`config.mk`:
```
export PLATFORM = sky130hd
export DESIGN_NAME = ascii_command_frame_parser_flat
export DESIGN_NICKNAME = d
export VERILOG_FILES = /design/src/hw/rtl/acfp_pkg.sv /design/src/hw/rtl/acfp_item_if.sv /design/src/hw/rtl/ascii_command_frame_parser.sv /design/src/flat_wrapper.sv
export SDC_FILE = /design/constraint.sdc
export NUM_CORES = 1
export LEC_CHECK = 0
export ABC_AREA = 1
export BUFFER_PORTS_ARGS = -buffer_cell sky130_fd_sc_hd__buf_2
export CAP_MARGIN = 20
export CELL_PAD_IN_SITES_DETAIL_PLACEMENT = 1
export CELL_PAD_IN_SITES_GLOBAL_PLACEMENT = 2
export CORE_ASPECT_RATIO = 1.2
export CORE_MARGIN = 5
export CORE_UTILIZATION = 30
export CTS_BUF_LIST = sky130_fd_sc_hd__clkbuf_16
export DETAILED_ROUTE_END_ITERATION = 10
export PLACE_DENSITY_LB_ADDON = 0.1
export SYNTH_ARGS = -nofsm -noshare
export SYNTH_HDL_FRONTEND = slang
export SYNTH_SLANG_ARGS = --single-unit
```
`constraint.sdc`:
```
create_clock -name clk -period 5.5 [get_ports clk]
set_input_delay 0.55 -clock clk [delete_from_list [all_inputs] [get_ports clk]]
set_output_delay 0.55 -clock clk [all_outputs]
set_load 0.03 [all_outputs]
```
`src/hw/rtl/acfp_pkg.sv`:
```
// Package for the ASCII command frame parser.
// Holds the field widths, character constants, register indexes and the parse phase type.
// It has no dependencies.
package acfp_pkg;

    localparam int BYTE_W  = 8;
    localparam int WORD_W  = 16;
    localparam int DATA_W  = 32;
    localparam int ADDR_W  = 4;
    localparam int DIGIT_N = 3;

    localparam logic [BYTE_W-1:0] START_RESET   = 8'd38;
    localparam logic [BYTE_W-1:0] END_RESET     = 8'd33;
    localparam logic [WORD_W-1:0] TIMEOUT_RESET = 16'd100;

    localparam logic [BYTE_W-1:0] CHAR_TIME = 8'h74;
    localparam logic [BYTE_W-1:0] CHAR_READ = 8'h72;

    localparam logic [WORD_W-1:0] DIGIT_BIAS = 16'd5328;

    localparam logic CMD_BYTE = 1'b0;
    localparam logic CMD_TICK = 1'b1;

    localparam logic KIND_FRAME   = 1'b0;
    localparam logic KIND_TIMEOUT = 1'b1;

    typedef enum logic [1:0] {
        REG_START   = 2'd0,
        REG_END     = 2'd1,
        REG_TIMEOUT = 2'd2,
        REG_NONE    = 2'd3
    } reg_index_t;

    typedef enum logic [8:0] {
        PH_IDLE  = 9'b000000001,
        PH_CMD   = 9'b000000010,
        PH_ADDR0 = 9'b000000100,
        PH_ADDR1 = 9'b000001000,
        PH_ADDR2 = 9'b000010000,
        PH_VAL0  = 9'b000100000,
        PH_VAL1  = 9'b001000000,
        PH_VAL2  = 9'b010000000,
        PH_END   = 9'b100000000
    } phase_t;

    typedef logic [BYTE_W-1:0] digits_t [DIGIT_N];

    function automatic logic [WORD_W-1:0] decode_digits(input digits_t d);
        logic [WORD_W-1:0] sum;
        sum = WORD_W'({8'd0, d[0]} * 16'd100)
            + WORD_W'({8'd0, d[1]} * 16'd10)
            + {8'd0, d[2]};
        return sum - DIGIT_BIAS;
    endfunction

endpackage

```
`src/hw/rtl/acfp_item_if.sv`:
```
// Channel interfaces of the ASCII command frame parser: input items and result items.
// Each carries valid, ready and the payload; widths come from acfp_pkg.
interface acfp_item_if import acfp_pkg::*; ();
    logic              valid;
    logic              ready;
    logic              command;
    logic [BYTE_W-1:0] rx_byte;

    modport source (output valid, command, rx_byte, input ready);
    modport sink (input valid, command, rx_byte, output ready);
endinterface

interface acfp_result_if import acfp_pkg::*; ();
    logic                     valid;
    logic                     ready;
    logic                     kind;
    logic [BYTE_W-1:0]        frame_command;
    logic signed [WORD_W-1:0] address;
    logic signed [WORD_W-1:0] frame_value;

    modport source (output valid, kind, frame_command, address, frame_value, input ready);
    modport sink (input valid, kind, frame_command, address, frame_value, output ready);
endinterface

```
`src/hw/rtl/ascii_command_frame_parser.sv`:
```
// ASCII command frame parser, top level.
// Depends on acfp_pkg and on the channel interfaces in acfp_item_if.sv.
//
// Usage: rx_item carries one transaction per received byte (command 0) or timer tick
// (command 1). Frames are start byte, command byte, three address digits, three value
// digits and end byte; command 't' skips address and value, 'r' skips the value.
// A completed frame or an expired timeout gives one transaction on result.
// The APB port holds start_byte (0x0), end_byte (0x4) and timeout_ticks (0x8).
// Timing: an accepted transaction sits in the input register and its result is loaded
// into the result register when the input register advances, which waits while
// result is stalled; result.valid then rises and the result can be taken.
// One transaction is taken every cycle while result is not stalled; the rate is set
// by the single phase update between the input register and the result register.
// Reset clears the phase, held bytes and timer and loads the register defaults.
// When result is stalled, the input register holds and rx_item.ready falls once it
// is full; nothing is lost or repeated.
module ascii_command_frame_parser import acfp_pkg::*; (
    input  logic              clk,
    input  logic              rst_n,
    acfp_item_if.sink         rx_item,
    acfp_result_if.source     result,
    input  logic              psel,
    input  logic              penable,
    input  logic              pwrite,
    input  logic [ADDR_W-1:0] paddr,
    input  logic [DATA_W-1:0] pwdata,
    output logic [DATA_W-1:0] prdata,
    output logic              pready
);

    logic [BYTE_W-1:0] start_byte_reg;
    logic [BYTE_W-1:0] end_byte_reg;
    logic [WORD_W-1:0] timeout_ticks_reg;
    reg_index_t        reg_sel;

    logic              in_valid_reg;
    logic              in_command_reg;
    logic [BYTE_W-1:0] in_byte_reg;
    logic              advance;

    phase_t            phase_reg,      phase_next;
    logic [BYTE_W-1:0] held_cmd_reg,   held_cmd_next;
    digits_t           addr_dig_reg,   addr_dig_next;
    digits_t           val_dig_reg,    val_dig_next;
    logic [WORD_W-1:0] tmo_count_reg,  tmo_count_next;
    logic              tmo_armed_reg,  tmo_armed_next;

    logic              out_valid_reg;
    logic              out_kind_reg,   out_kind_next;
    logic [BYTE_W-1:0] out_cmd_reg,    out_cmd_next;
    logic [WORD_W-1:0] out_addr_reg,   out_addr_next;
    logic [WORD_W-1:0] out_val_reg,    out_val_next;
    logic              emit;

    assign pready  = 1'b1;
    assign reg_sel = reg_index_t'(paddr[ADDR_W-1:2]);

    always_comb
    begin
        unique case (reg_sel)
            REG_START:   prdata = DATA_W'(start_byte_reg);
            REG_END:     prdata = DATA_W'(end_byte_reg);
            REG_TIMEOUT: prdata = DATA_W'(timeout_ticks_reg);
            default:     prdata = '0;
        endcase
    end

    always_ff @(posedge clk or negedge rst_n)
    begin
        if (!rst_n)
        begin
            start_byte_reg    <= START_RESET;
            end_byte_reg      <= END_RESET;
            timeout_ticks_reg <= TIMEOUT_RESET;
        end
        else if (psel && penable && pwrite)
        begin
            unique case (reg_sel)
                REG_START:   start_byte_reg    <= pwdata[BYTE_W-1:0];
                REG_END:     end_byte_reg      <= pwdata[BYTE_W-1:0];
                REG_TIMEOUT: timeout_ticks_reg <= pwdata[WORD_W-1:0];
                default:     ;
            endcase
        end
    end

    assign advance       = in_valid_reg && (!out_valid_reg || result.ready);
    assign rx_item.ready = !in_valid_reg || advance;

    always_ff @(posedge clk or negedge rst_n)
    begin
        if (!rst_n)
        begin
            in_valid_reg <= 1'b0;
        end
        else if (rx_item.ready)
        begin
            in_valid_reg <= rx_item.valid;
        end
    end

    always_ff @(posedge clk)
    begin
        if (rx_item.valid && rx_item.ready)
        begin
            in_command_reg <= rx_item.command;
            in_byte_reg    <= rx_item.rx_byte;
        end
    end

    always_comb
    begin
        phase_next     = phase_reg;
        held_cmd_next  = held_cmd_reg;
        addr_dig_next  = addr_dig_reg;
        val_dig_next   = val_dig_reg;
        tmo_count_next = tmo_count_reg;
        tmo_armed_next = tmo_armed_reg;
        emit           = 1'b0;
        out_kind_next  = KIND_TIMEOUT;
        out_cmd_next   = '0;
        out_addr_next  = '0;
        out_val_next   = '0;

        if (in_command_reg == CMD_TICK)
        begin
            if (tmo_armed_reg)
            begin
                if (tmo_count_reg > 16'd1)
                begin
                    tmo_count_next = tmo_count_reg - 16'd1;
                end
                else
                begin
                    tmo_count_next = '0;
                    tmo_armed_next = 1'b0;
                    phase_next     = PH_IDLE;
                    emit           = 1'b1;
                end
            end
        end
        else
        begin
            if (phase_reg != PH_END)
            begin
                tmo_count_next = timeout_ticks_reg;
                tmo_armed_next = 1'b1;
            end
            unique case (phase_reg)
                PH_IDLE:
                begin
                    held_cmd_next = '0;
                    for (int i = 0; i < DIGIT_N; i++)
                    begin
                        addr_dig_next[i] = '0;
                        val_dig_next[i]  = '0;
                    end
                    if (in_byte_reg == start_byte_reg)
                    begin
                        phase_next = PH_CMD;
                    end
                end
                PH_CMD:
                begin
                    held_cmd_next = in_byte_reg;
                    phase_next    = (in_byte_reg == CHAR_TIME) ? PH_END : PH_ADDR0;
                end
                PH_ADDR0:
                begin
                    addr_dig_next[0] = in_byte_reg;
                    phase_next       = PH_ADDR1;
                end
                PH_ADDR1:
                begin
                    addr_dig_next[1] = in_byte_reg;
                    phase_next       = PH_ADDR2;
                end
                PH_ADDR2:
                begin
                    addr_dig_next[2] = in_byte_reg;
                    phase_next       = (held_cmd_reg == CHAR_READ) ? PH_END : PH_VAL0;
                end
                PH_VAL0:
                begin
                    val_dig_next[0] = in_byte_reg;
                    phase_next      = PH_VAL1;
                end
                PH_VAL1:
                begin
                    val_dig_next[1] = in_byte_reg;
                    phase_next      = PH_VAL2;
                end
                PH_VAL2:
                begin
                    val_dig_next[2] = in_byte_reg;
                    phase_next      = PH_END;
                end
                PH_END:
                begin
                    if (in_byte_reg == end_byte_reg)
                    begin
                        phase_next    = PH_IDLE;
                        emit          = 1'b1;
                        out_kind_next = KIND_FRAME;
                        out_cmd_next  = held_cmd_reg;
                        out_addr_next = decode_digits(addr_dig_reg);
                        out_val_next  = decode_digits(val_dig_reg);
                    end
                end
                default:
                begin
                    phase_next = PH_IDLE;
                end
            endcase
        end
    end

    always_ff @(posedge clk or negedge rst_n)
    begin
        if (!rst_n)
        begin
            phase_reg     <= PH_IDLE;
            held_cmd_reg  <= '0;
            tmo_count_reg <= '0;
            tmo_armed_reg <= 1'b0;
            for (int i = 0; i < DIGIT_N; i++)
            begin
                addr_dig_reg[i] <= '0;
                val_dig_reg[i]  <= '0;
            end
        end
        else if (advance)
        begin
            phase_reg     <= phase_next;
            held_cmd_reg  <= held_cmd_next;
            addr_dig_reg  <= addr_dig_next;
            val_dig_reg   <= val_dig_next;
            tmo_count_reg <= tmo_count_next;
            tmo_armed_reg <= tmo_armed_next;
        end
    end

    always_ff @(posedge clk or negedge rst_n)
    begin
        if (!rst_n)
        begin
            out_valid_reg <= 1'b0;
        end
        else if (advance)
        begin
            out_valid_reg <= emit;
        end
        else if (result.ready)
        begin
            out_valid_reg <= 1'b0;
        end
    end

    always_ff @(posedge clk)
    begin
        if (advance && emit)
        begin
            out_kind_reg <= out_kind_next;
            out_cmd_reg  <= out_cmd_next;
            out_addr_reg <= out_addr_next;
            out_val_reg  <= out_val_next;
        end
    end

    assign result.valid         = out_valid_reg;
    assign result.kind          = out_kind_reg;
    assign result.frame_command = out_cmd_reg;
    assign result.address       = $signed(out_addr_reg);
    assign result.frame_value   = $signed(out_val_reg);

endmodule
```
`src/flat_wrapper.sv`:
```
// flat-port wrapper written by rule: the top's interface ports become plain ports
module ascii_command_frame_parser_flat import acfp_pkg::*;
  (clk, rst_n, psel, penable, pwrite, paddr, pwdata, prdata, pready, rx_item_valid, rx_item_command, rx_item_rx_byte, rx_item_ready, result_valid, result_kind, result_frame_command, result_address, result_frame_value, result_ready);
  acfp_item_if rx_item_i ();
  acfp_result_if result_i ();
  input  logic clk;
  input  logic rst_n;
  input  logic psel;
  input  logic penable;
  input  logic pwrite;
  input  logic [ADDR_W-1:0] paddr;
  input  logic [DATA_W-1:0] pwdata;
  output logic [DATA_W-1:0] prdata;
  output logic pready;
  input wire logic [$bits(rx_item_i.valid)-1:0] rx_item_valid;
  input wire logic [$bits(rx_item_i.command)-1:0] rx_item_command;
  input wire logic [$bits(rx_item_i.rx_byte)-1:0] rx_item_rx_byte;
  output wire logic [$bits(rx_item_i.ready)-1:0] rx_item_ready;
  output wire logic [$bits(result_i.valid)-1:0] result_valid;
  output wire logic [$bits(result_i.kind)-1:0] result_kind;
  output wire logic [$bits(result_i.frame_command)-1:0] result_frame_command;
  output wire logic [$bits(result_i.address)-1:0] result_address;
  output wire logic [$bits(result_i.frame_value)-1:0] result_frame_value;
  input wire logic [$bits(result_i.ready)-1:0] result_ready;
  assign rx_item_i.valid = rx_item_valid;
  assign rx_item_i.command = rx_item_command;
  assign rx_item_i.rx_byte = rx_item_rx_byte;
  assign rx_item_ready = rx_item_i.ready;
  assign result_valid = result_i.valid;
  assign result_kind = result_i.kind;
  assign result_frame_command = result_i.frame_command;
  assign result_address = result_i.address;
  assign result_frame_value = result_i.frame_value;
  assign result_i.ready = result_ready;
  ascii_command_frame_parser u_core (.clk(clk), .rst_n(rst_n), .rx_item(rx_item_i), .result(result_i), .psel(psel), .penable(penable), .pwrite(pwrite), .paddr(paddr), .pwdata(pwdata), .prdata(prdata), .pready(pready));
endmodule
```
==> results of run 1 <==
## cell families (layout without fill, tap and decap cells)
kind of cell | count (synthesis) | count (layout) | share of synthesized area [%]
flops | 166 | 166 | 38.5
buf+inv | 259 | 346 | 9.31
fa+ha+maj | 161 | 161 | 19.0
other cells | 2 | 17 | 0.0655
compound gates | 186 | 186 | 8.99
xor+xnor | 45 | 45 | 3.44
simple gates | 563 | 563 | 20.7
## power breakdown
| group | internal, mW | switching (mW) | leakage (nW) |
|---|---|---|---|
| logic | 0.603 | 1.14 | 4.68 |
| registers | 1.45 | 0.157 | 1.97 |
| clock network | 0.681 | 0.565 | 0.293 |
## worst max path at each step
stage | to | cells after the start
global placement | u_core.result.address[15]$_SDFFCE_PP0P_ | 19
detailed placement | u_core.result.frame_value[15]$_SDFFCE_PP0P_ | 20
floorplan | u_core.result.frame_value[15]$_SDFFCE_PP0P_ | 20
global route | u_core.result.frame_value[15]$_SDFFCE_PP0P_ | 21
finish | u_core.result.frame_value[15]$_SDFFCE_PP0P_ | 20
CTS | u_core.result.frame_value[15]$_SDFFCE_PP0P_ | 20
## worst reg2reg max path: stages (launching register included)
cell	delay, ns
dfrtp_1	0.43
ha_1	0.32
ha_1	0.29
inv_1	0.05
fa_1	0.50
inv_1	0.05
ha_1	0.34
nand3_1	0.10
nand3_1	0.14
xor2_1	0.16
inv_1	0.05
ha_1	0.27
ha_1	0.30
ha_1	0.38
a21o_1	0.21
a21oi_1	0.11
nand2_1	0.12
nand2_1	0.10
nand3b_1	0.08
nand2_1	0.07
nor2_1	0.05
## cell usage in the layout (no fill, tap or decap), types with 50 or more instances in the layout
master and n:
ha_1 139, nand2_1 287, buf_2 91, dfrtp_1 107, o21ai_0 60, nand3_1 83, nor2_1 143, a21oi_1 50
edfxtp_1 50, inv_1 207
## metrics by stage
stage               utilization, %  cells  power, mW  setup slack (ns)  instance area, sq um
finish                        34.4   1964       4.60              1.12                 13000
global route                  34.4   1964       5.04             0.759                 13000
CTS                           34.4   1964       4.70              1.05                 13000
detailed placement            32.8   1932       3.40              1.09                 12400
global placement              32.8   1932       3.39              1.12                 12400
floorplan                        -   1397       2.91              1.53                 11500
## per-layer routing
layer	track usage [%]	wire length (microns)	share of wire, %
met5	0	0	0
met4	3.50	407	1.3
met2	28.1	16200	51
met1	19.3	14000	44
met3	2.76	999	3.2
## cell type report
| class | count | area share (%) |
|---|---|---|
| clock buffer | 17 | 3.28 |
| clock inverter | 15 | 1.33 |
| inverter | 219 | 6.35 |
| multi-input combinational | 972 | 46.6 |
| sequential | 166 | 34.0 |
| tap | 480 | 4.63 |
| timing repair buffer | 95 | 3.74 |
==> impl_metrics.toml, run 1 <==
[status]
run_status = "finished clean"

[sta]
hold_slack_ns = 0.221
rsz0062_at_grt = "false"
finalCritPeriodShare_pct = 79.6
setup_violations = 0
setup_tns_ns = 0
worst_pin_slew_ns = 0.974
period_minus_slack_ns = 4.38
maxSlewViolCount = 0
hold_viol = 0
relSlewSlack_pct = 34.9
fin_skew_ns = 0.00945
timing.fmax_mhz = 229

[final_layout]
antenna_cells = 0
nets = 1684
multi_input_area_sq_um = 6050
n_fill_cell = 4554
drive_above_1_share_pct = 11.2
regArea_sq_um = 4420
syn_to_final_growth_pct = 13.1

[drt]
drc_errors = 0
totalWireLength_mm = 31.6
detail_route.vias_per_cell = 4.65
ant_nets = 0
drtIter0Drc = 287
wl_per_cell_microns = 16.1
firstDrtPassIters = 4
num_vias = 9142

[logic_synthesis]
yosysMostFrequentCell = "nand2_1"
netlist_area_sq_um = 11500
synth_cell_types = 43
synth_enable_flop_cells = 50
synthTopCellsByCount = "nand2_1 (287), inv_1 (206), nor2_1 (144), ha_1 (139), dfrtp_1 (107)"
netlist_instances = 1382
synth_top_area_cell = "dfrtp_1"
synth_seq_area_share_pct = 38.5
ys_ff_latch = 166
ys_warn_count = 0
synth_top_area_share_pct = 23.3
syn_area_per_cell_sq_um = 8.30
async_reset_ff_share_pct = 69.9
synthFlopType = "dfrtp_1"
ys_top_cells_by_area = "dfrtp_1 (23%), ha_1 (15%), edfxtp_1 (13%)"

[clock_tree]
clk_path_buf_depth = 2
cts_made_buffers = 17
cts_max_level = 4
cts_resized = 0
clock-sinks = 166
path_clk_slew_ns = 0.07
cts_hold_buffers = 0
insertion_delay_ns = 0.44
cts_tree = "yes"
root_buffer = "clkbuf_16"
cts_setup_buffers = 0

[worst_setup_path]
startpoint = "u_core.val_dig_reg[19]$_DFFE_PN0P_"
r2r_end = "u_core.result.frame_value[15]$_SDFFCE_PP0P_"
critical_path_class = "flop to flop"
cp.required_ns = 5.70
cpLargestDelayFamily = "adder cells"
cpMostUsedCell = "ha_1"
cp-end-kind = "flop"
rr_worst_depth = 20
cp_num_buf_inv = 3
r2r-start = "u_core.val_dig_reg[19]$_DFFE_PN0P_"
cp_slowest_cell = "fa_1"
slowest_delay_ns = 0.50
crit_fanout = 6
crit_chain = "ha_1, ha_1, inv_1, fa_1, inv_1, ha_1, nand3_1, nand3_1, xor2_1, inv_1, ha_1, ha_1, ha_1, a21o_1, a21oi_1, nand2_1, nand2_1, nand3b_1, nand2_1, nor2_1"
worstSetupStartpointType = "flop"
cp.arrival_ns = 4.57
regToRegSetupSlack_ns = 1.12

[global_routing]
overflow = 0
antenna_found_initial = 0
globalRouteTotalUtil_pct = 15.5
grt_pass1_wl_mm = 52.9
first_global_vias = 9878
grt_max_degree = 64

[die]
placementRows = 78
coreArea_sq_um = 37800
pin_count = 128
fp.dieH_microns = 224
start_util_pct = 30.4
die_w_microns = 189
dieArea_sq_um = 42300

[pwr]
p_leak_nw = 6.94
p_per_area_nw_per_um2 = 354
vdd_drop_max_mv = 0.210

[placement]
port_buffers = 92
place_hpwl_mm = 24.9
gp_congestion = 0.799

[flow_run]
drv_cap = 0

[worst_hold_path]
hp-class = "input port to async pin"
Power figures use the tool's default switching activity.
==> inputs of run 2 (changes only) <==
==> constraint.sdc (replaced) <==
create_clock -name clk -period 4.6 [get_ports clk]
set_input_delay 0.46 -clock clk [delete_from_list [all_inputs] [get_ports clk]]
set_output_delay 0.46 -clock clk [all_outputs]
set_load 0.03 [all_outputs]
==> run 2 against run 1 <==
Against the previous run:
- clock-buffer cell count is 2 higher
- clock skew rose by 0.0012 ns
- cell count is 0.10% higher
- fmax up 1.8%
- wire length shrank 0.20%
- die area unchanged
- core utilization increased by 0.083 points
- sequential cell count did not move
- total power is 19% higher
- clock power increased by 16%
- largest cell class unchanged
- largest power group unchanged
==> impl_metrics.toml, run 2 (same netlist as run 1, synthesis figures left out) <==
[worst_setup_path]
cpLargestDelayFamily = "adder cells"
cp_slowest_cell = "fa_1"
cp.arrival_ns = 4.50
crit_fanout = 6
critical_path_class = "flop to flop"
slowest_delay_ns = 0.47
cpMostUsedCell = "ha_1"
worstSetupStartpointType = "flop"
crit_chain = "ha_1, ha_1, fa_1, ha_1, a21oi_1, o21bai_2, xor2_1, ha_1, ha_1, ha_1, a21o_1, a21oi_1, nand2_1, nand2_1, nand3b_1, nand2_1, nor2_1"
cp.required_ns = 4.80
cp_num_buf_inv = 0
cp-end-kind = "flop"

[clock_tree]
clk_path_buf_depth = 2
path_clk_slew_ns = 0.07
insertion_delay_ns = 0.45
cts_max_level = 4
root_buffer = "clkbuf_16"
cts_setup_buffers = 0
cts_tree = "yes"
clock-sinks = 166
cts_hold_buffers = 0
cts_made_buffers = 17

[status]
run_status = "finished clean"

[final_layout]
final_common_cell = "nand2_1"
drive_above_1_share_pct = 11.8
syn_to_final_growth_pct = 13.4
n_fill_cell = 4532
antenna_cells = 0
final_cell_mix = "nand2_1 (287), inv_1 (207), nor2_1 (143), ha_1 (137), dfrtp_1 (107)"
nets = 1686
fin_util_pct = 34.4

[sta]
period_minus_slack_ns = 4.30
worst_pin_slew_ns = 1.00
maxSlewViolCount = 0
rsz0062_at_grt = "false"
setup_tns_ns = 0
hold_viol = 0
finalCritPeriodShare_pct = 93.5
timing.fmax_mhz = 233
relSlewSlack_pct = 33.0
hold_slack_ns = 0.0951
worst_slack_ns = 0.301
setup_violations = 0
fin_skew_ns = 0.0106

[die]
coreArea_sq_um = 37800
die_w_microns = 189
fp.dieH_microns = 224
pin_count = 128
dieArea_sq_um = 42300
placementRows = 78
start_util_pct = 30.4

[drt]
drtIter0Drc = 284
drc_errors = 0
detail_route.vias_per_cell = 4.60
firstDrtPassIters = 4
ant_nets = 0
num_vias = 9046
totalWireLength_mm = 31.6
wl_per_cell_microns = 16.0

[pwr]
seqPwrFrac_pct = 35.0
comb_power_share_pct = 38.5
switching_share_pct = 40.9
vdd_drop_max_mv = 0.253
intPower_mw = 3.24
p_leak_nw = 6.96
p_per_area_nw_per_um2 = 421
power_mw = 5.47
switching_power_mw = 2.24
clockPowerShare_pct = 26.6

[global_routing]
overflow = 0
first_global_vias = 9907
antenna_found_initial = 0
grtUsageMet1_pct = 19.1
use_met3_pct = 2.76
grt_busiest_layer = "met2"
globalRouteTotalUtil_pct = 15.4
grt_max_degree = 60
grt.met2_usage_pct = 28.0
grt_pass1_wl_mm = 52.7

[placement]
port_buffers = 92
gp_congestion = 0.788
place_hpwl_mm = 24.9
dp_slack_ns = 0.164

[flow_run]
drv_cap = 0

[worst_hold_path]
hp-class = "input port to async pin"
run 2: cell count changes in the layout (fill, tap and decap cells not counted), moves of 2 or more:
cell	previous run	this run
buf_4	4	6
clkinv_4	5	2
clkinvlp_4	0	2
clkbuf_16	17	19
ha_2	0	2
bufinv_16	2	0
o21bai_2	0	2
ha_1	139	137
o21bai_1	6	4
run 2: final timing paths:
path                       cells after the start                               startpoint  slack (ns)                                       to
setup / recovery                              17      u_core.addr_dig_reg[19]$_DFFE_PN0P_        0.30  u_core.result.address[15]$_SDFFCE_PP0P_
hold / removal                                 1                                    rst_n         0.1  u_core.timeout_ticks_reg[4]$_DFFE_PN0P_
hold reg to reg                                2  u_core.timeout_ticks_reg[4]$_DFFE_PN0P_        0.49  u_core.timeout_ticks_reg[4]$_DFFE_PN0P_
max in group asynchronous                      2                                    rst_n        3.49       u_core.addr_dig_reg[5]$_DFFE_PN0P_
min in group clk                               1                       rx_item_rx_byte[3]        0.19          u_core.in_byte_reg[3]$_DFFE_PP_
setup reg to reg                              17      u_core.addr_dig_reg[19]$_DFFE_PN0P_        0.30  u_core.result.address[15]$_SDFFCE_PP0P_
run 2: stage by stage:
step,cell area [sq um],std cells
6_report,13000,1966
5_1_grt,13000,1966
4_1_cts,13000,1966
3_5_place_dp,12400,1934
3_3_place_gp,12400,1934
2_1_floorplan,11500,1397
run 2: worst register-to-register path: stages, from the launching register on:
cell and delay (ns):
dfrtp_1 0.43, ha_1 0.30, ha_1 0.31, fa_1 0.47, ha_1 0.36, a21oi_1 0.21
o21bai_2 0.11, xor2_1 0.16, ha_1 0.29, ha_1 0.31, ha_1 0.39, a21o_1 0.21
a21oi_1 0.11, nand2_1 0.11, nand2_1 0.10, nand3b_1 0.08, nand2_1 0.07, nor2_1 0.05
run 2: per-layer routing:
layer  vias up  wire length [microns]
met4         0                    414
met3        22                    904
met2       112                  15800
met5         -                      0
li1       4655                      -
met1      4257                  14400
run 2: power by group through the flow:
stage | sequential (mW) | clock (mW) | combinational [mW]
4_1_cts | 1.92 | 1.51 | 2.16
5_1_grt | 1.95 | 1.57 | 2.47
6_report | 1.91 | 1.45 | 2.10
3_3_place_gp | 1.95 | 0 | 2.12
2_1_floorplan | 1.91 | 0 | 1.57
3_5_place_dp | 1.95 | 0 | 2.12
run 2: area by class of cell:
cell class / count / area [sq um] / area share [%]
Clock buffer: 19 / 475 / 3.66
Clock inverter: 13 / 113 / 0.866
Inverter: 219 / 823 / 6.33
Multi-Input combinational cell: 972 / 6080 / 46.7
Sequential cell: 166 / 4420 / 34.0
Tap cell: 480 / 601 / 4.62
Timing Repair Buffer: 97 / 500 / 3.85
run 2: what timing repair did:
action,in CTS,in global routing
hold endpoints to repair,0,0
setup endpoints to repair,0,6
resized for setup,0,8
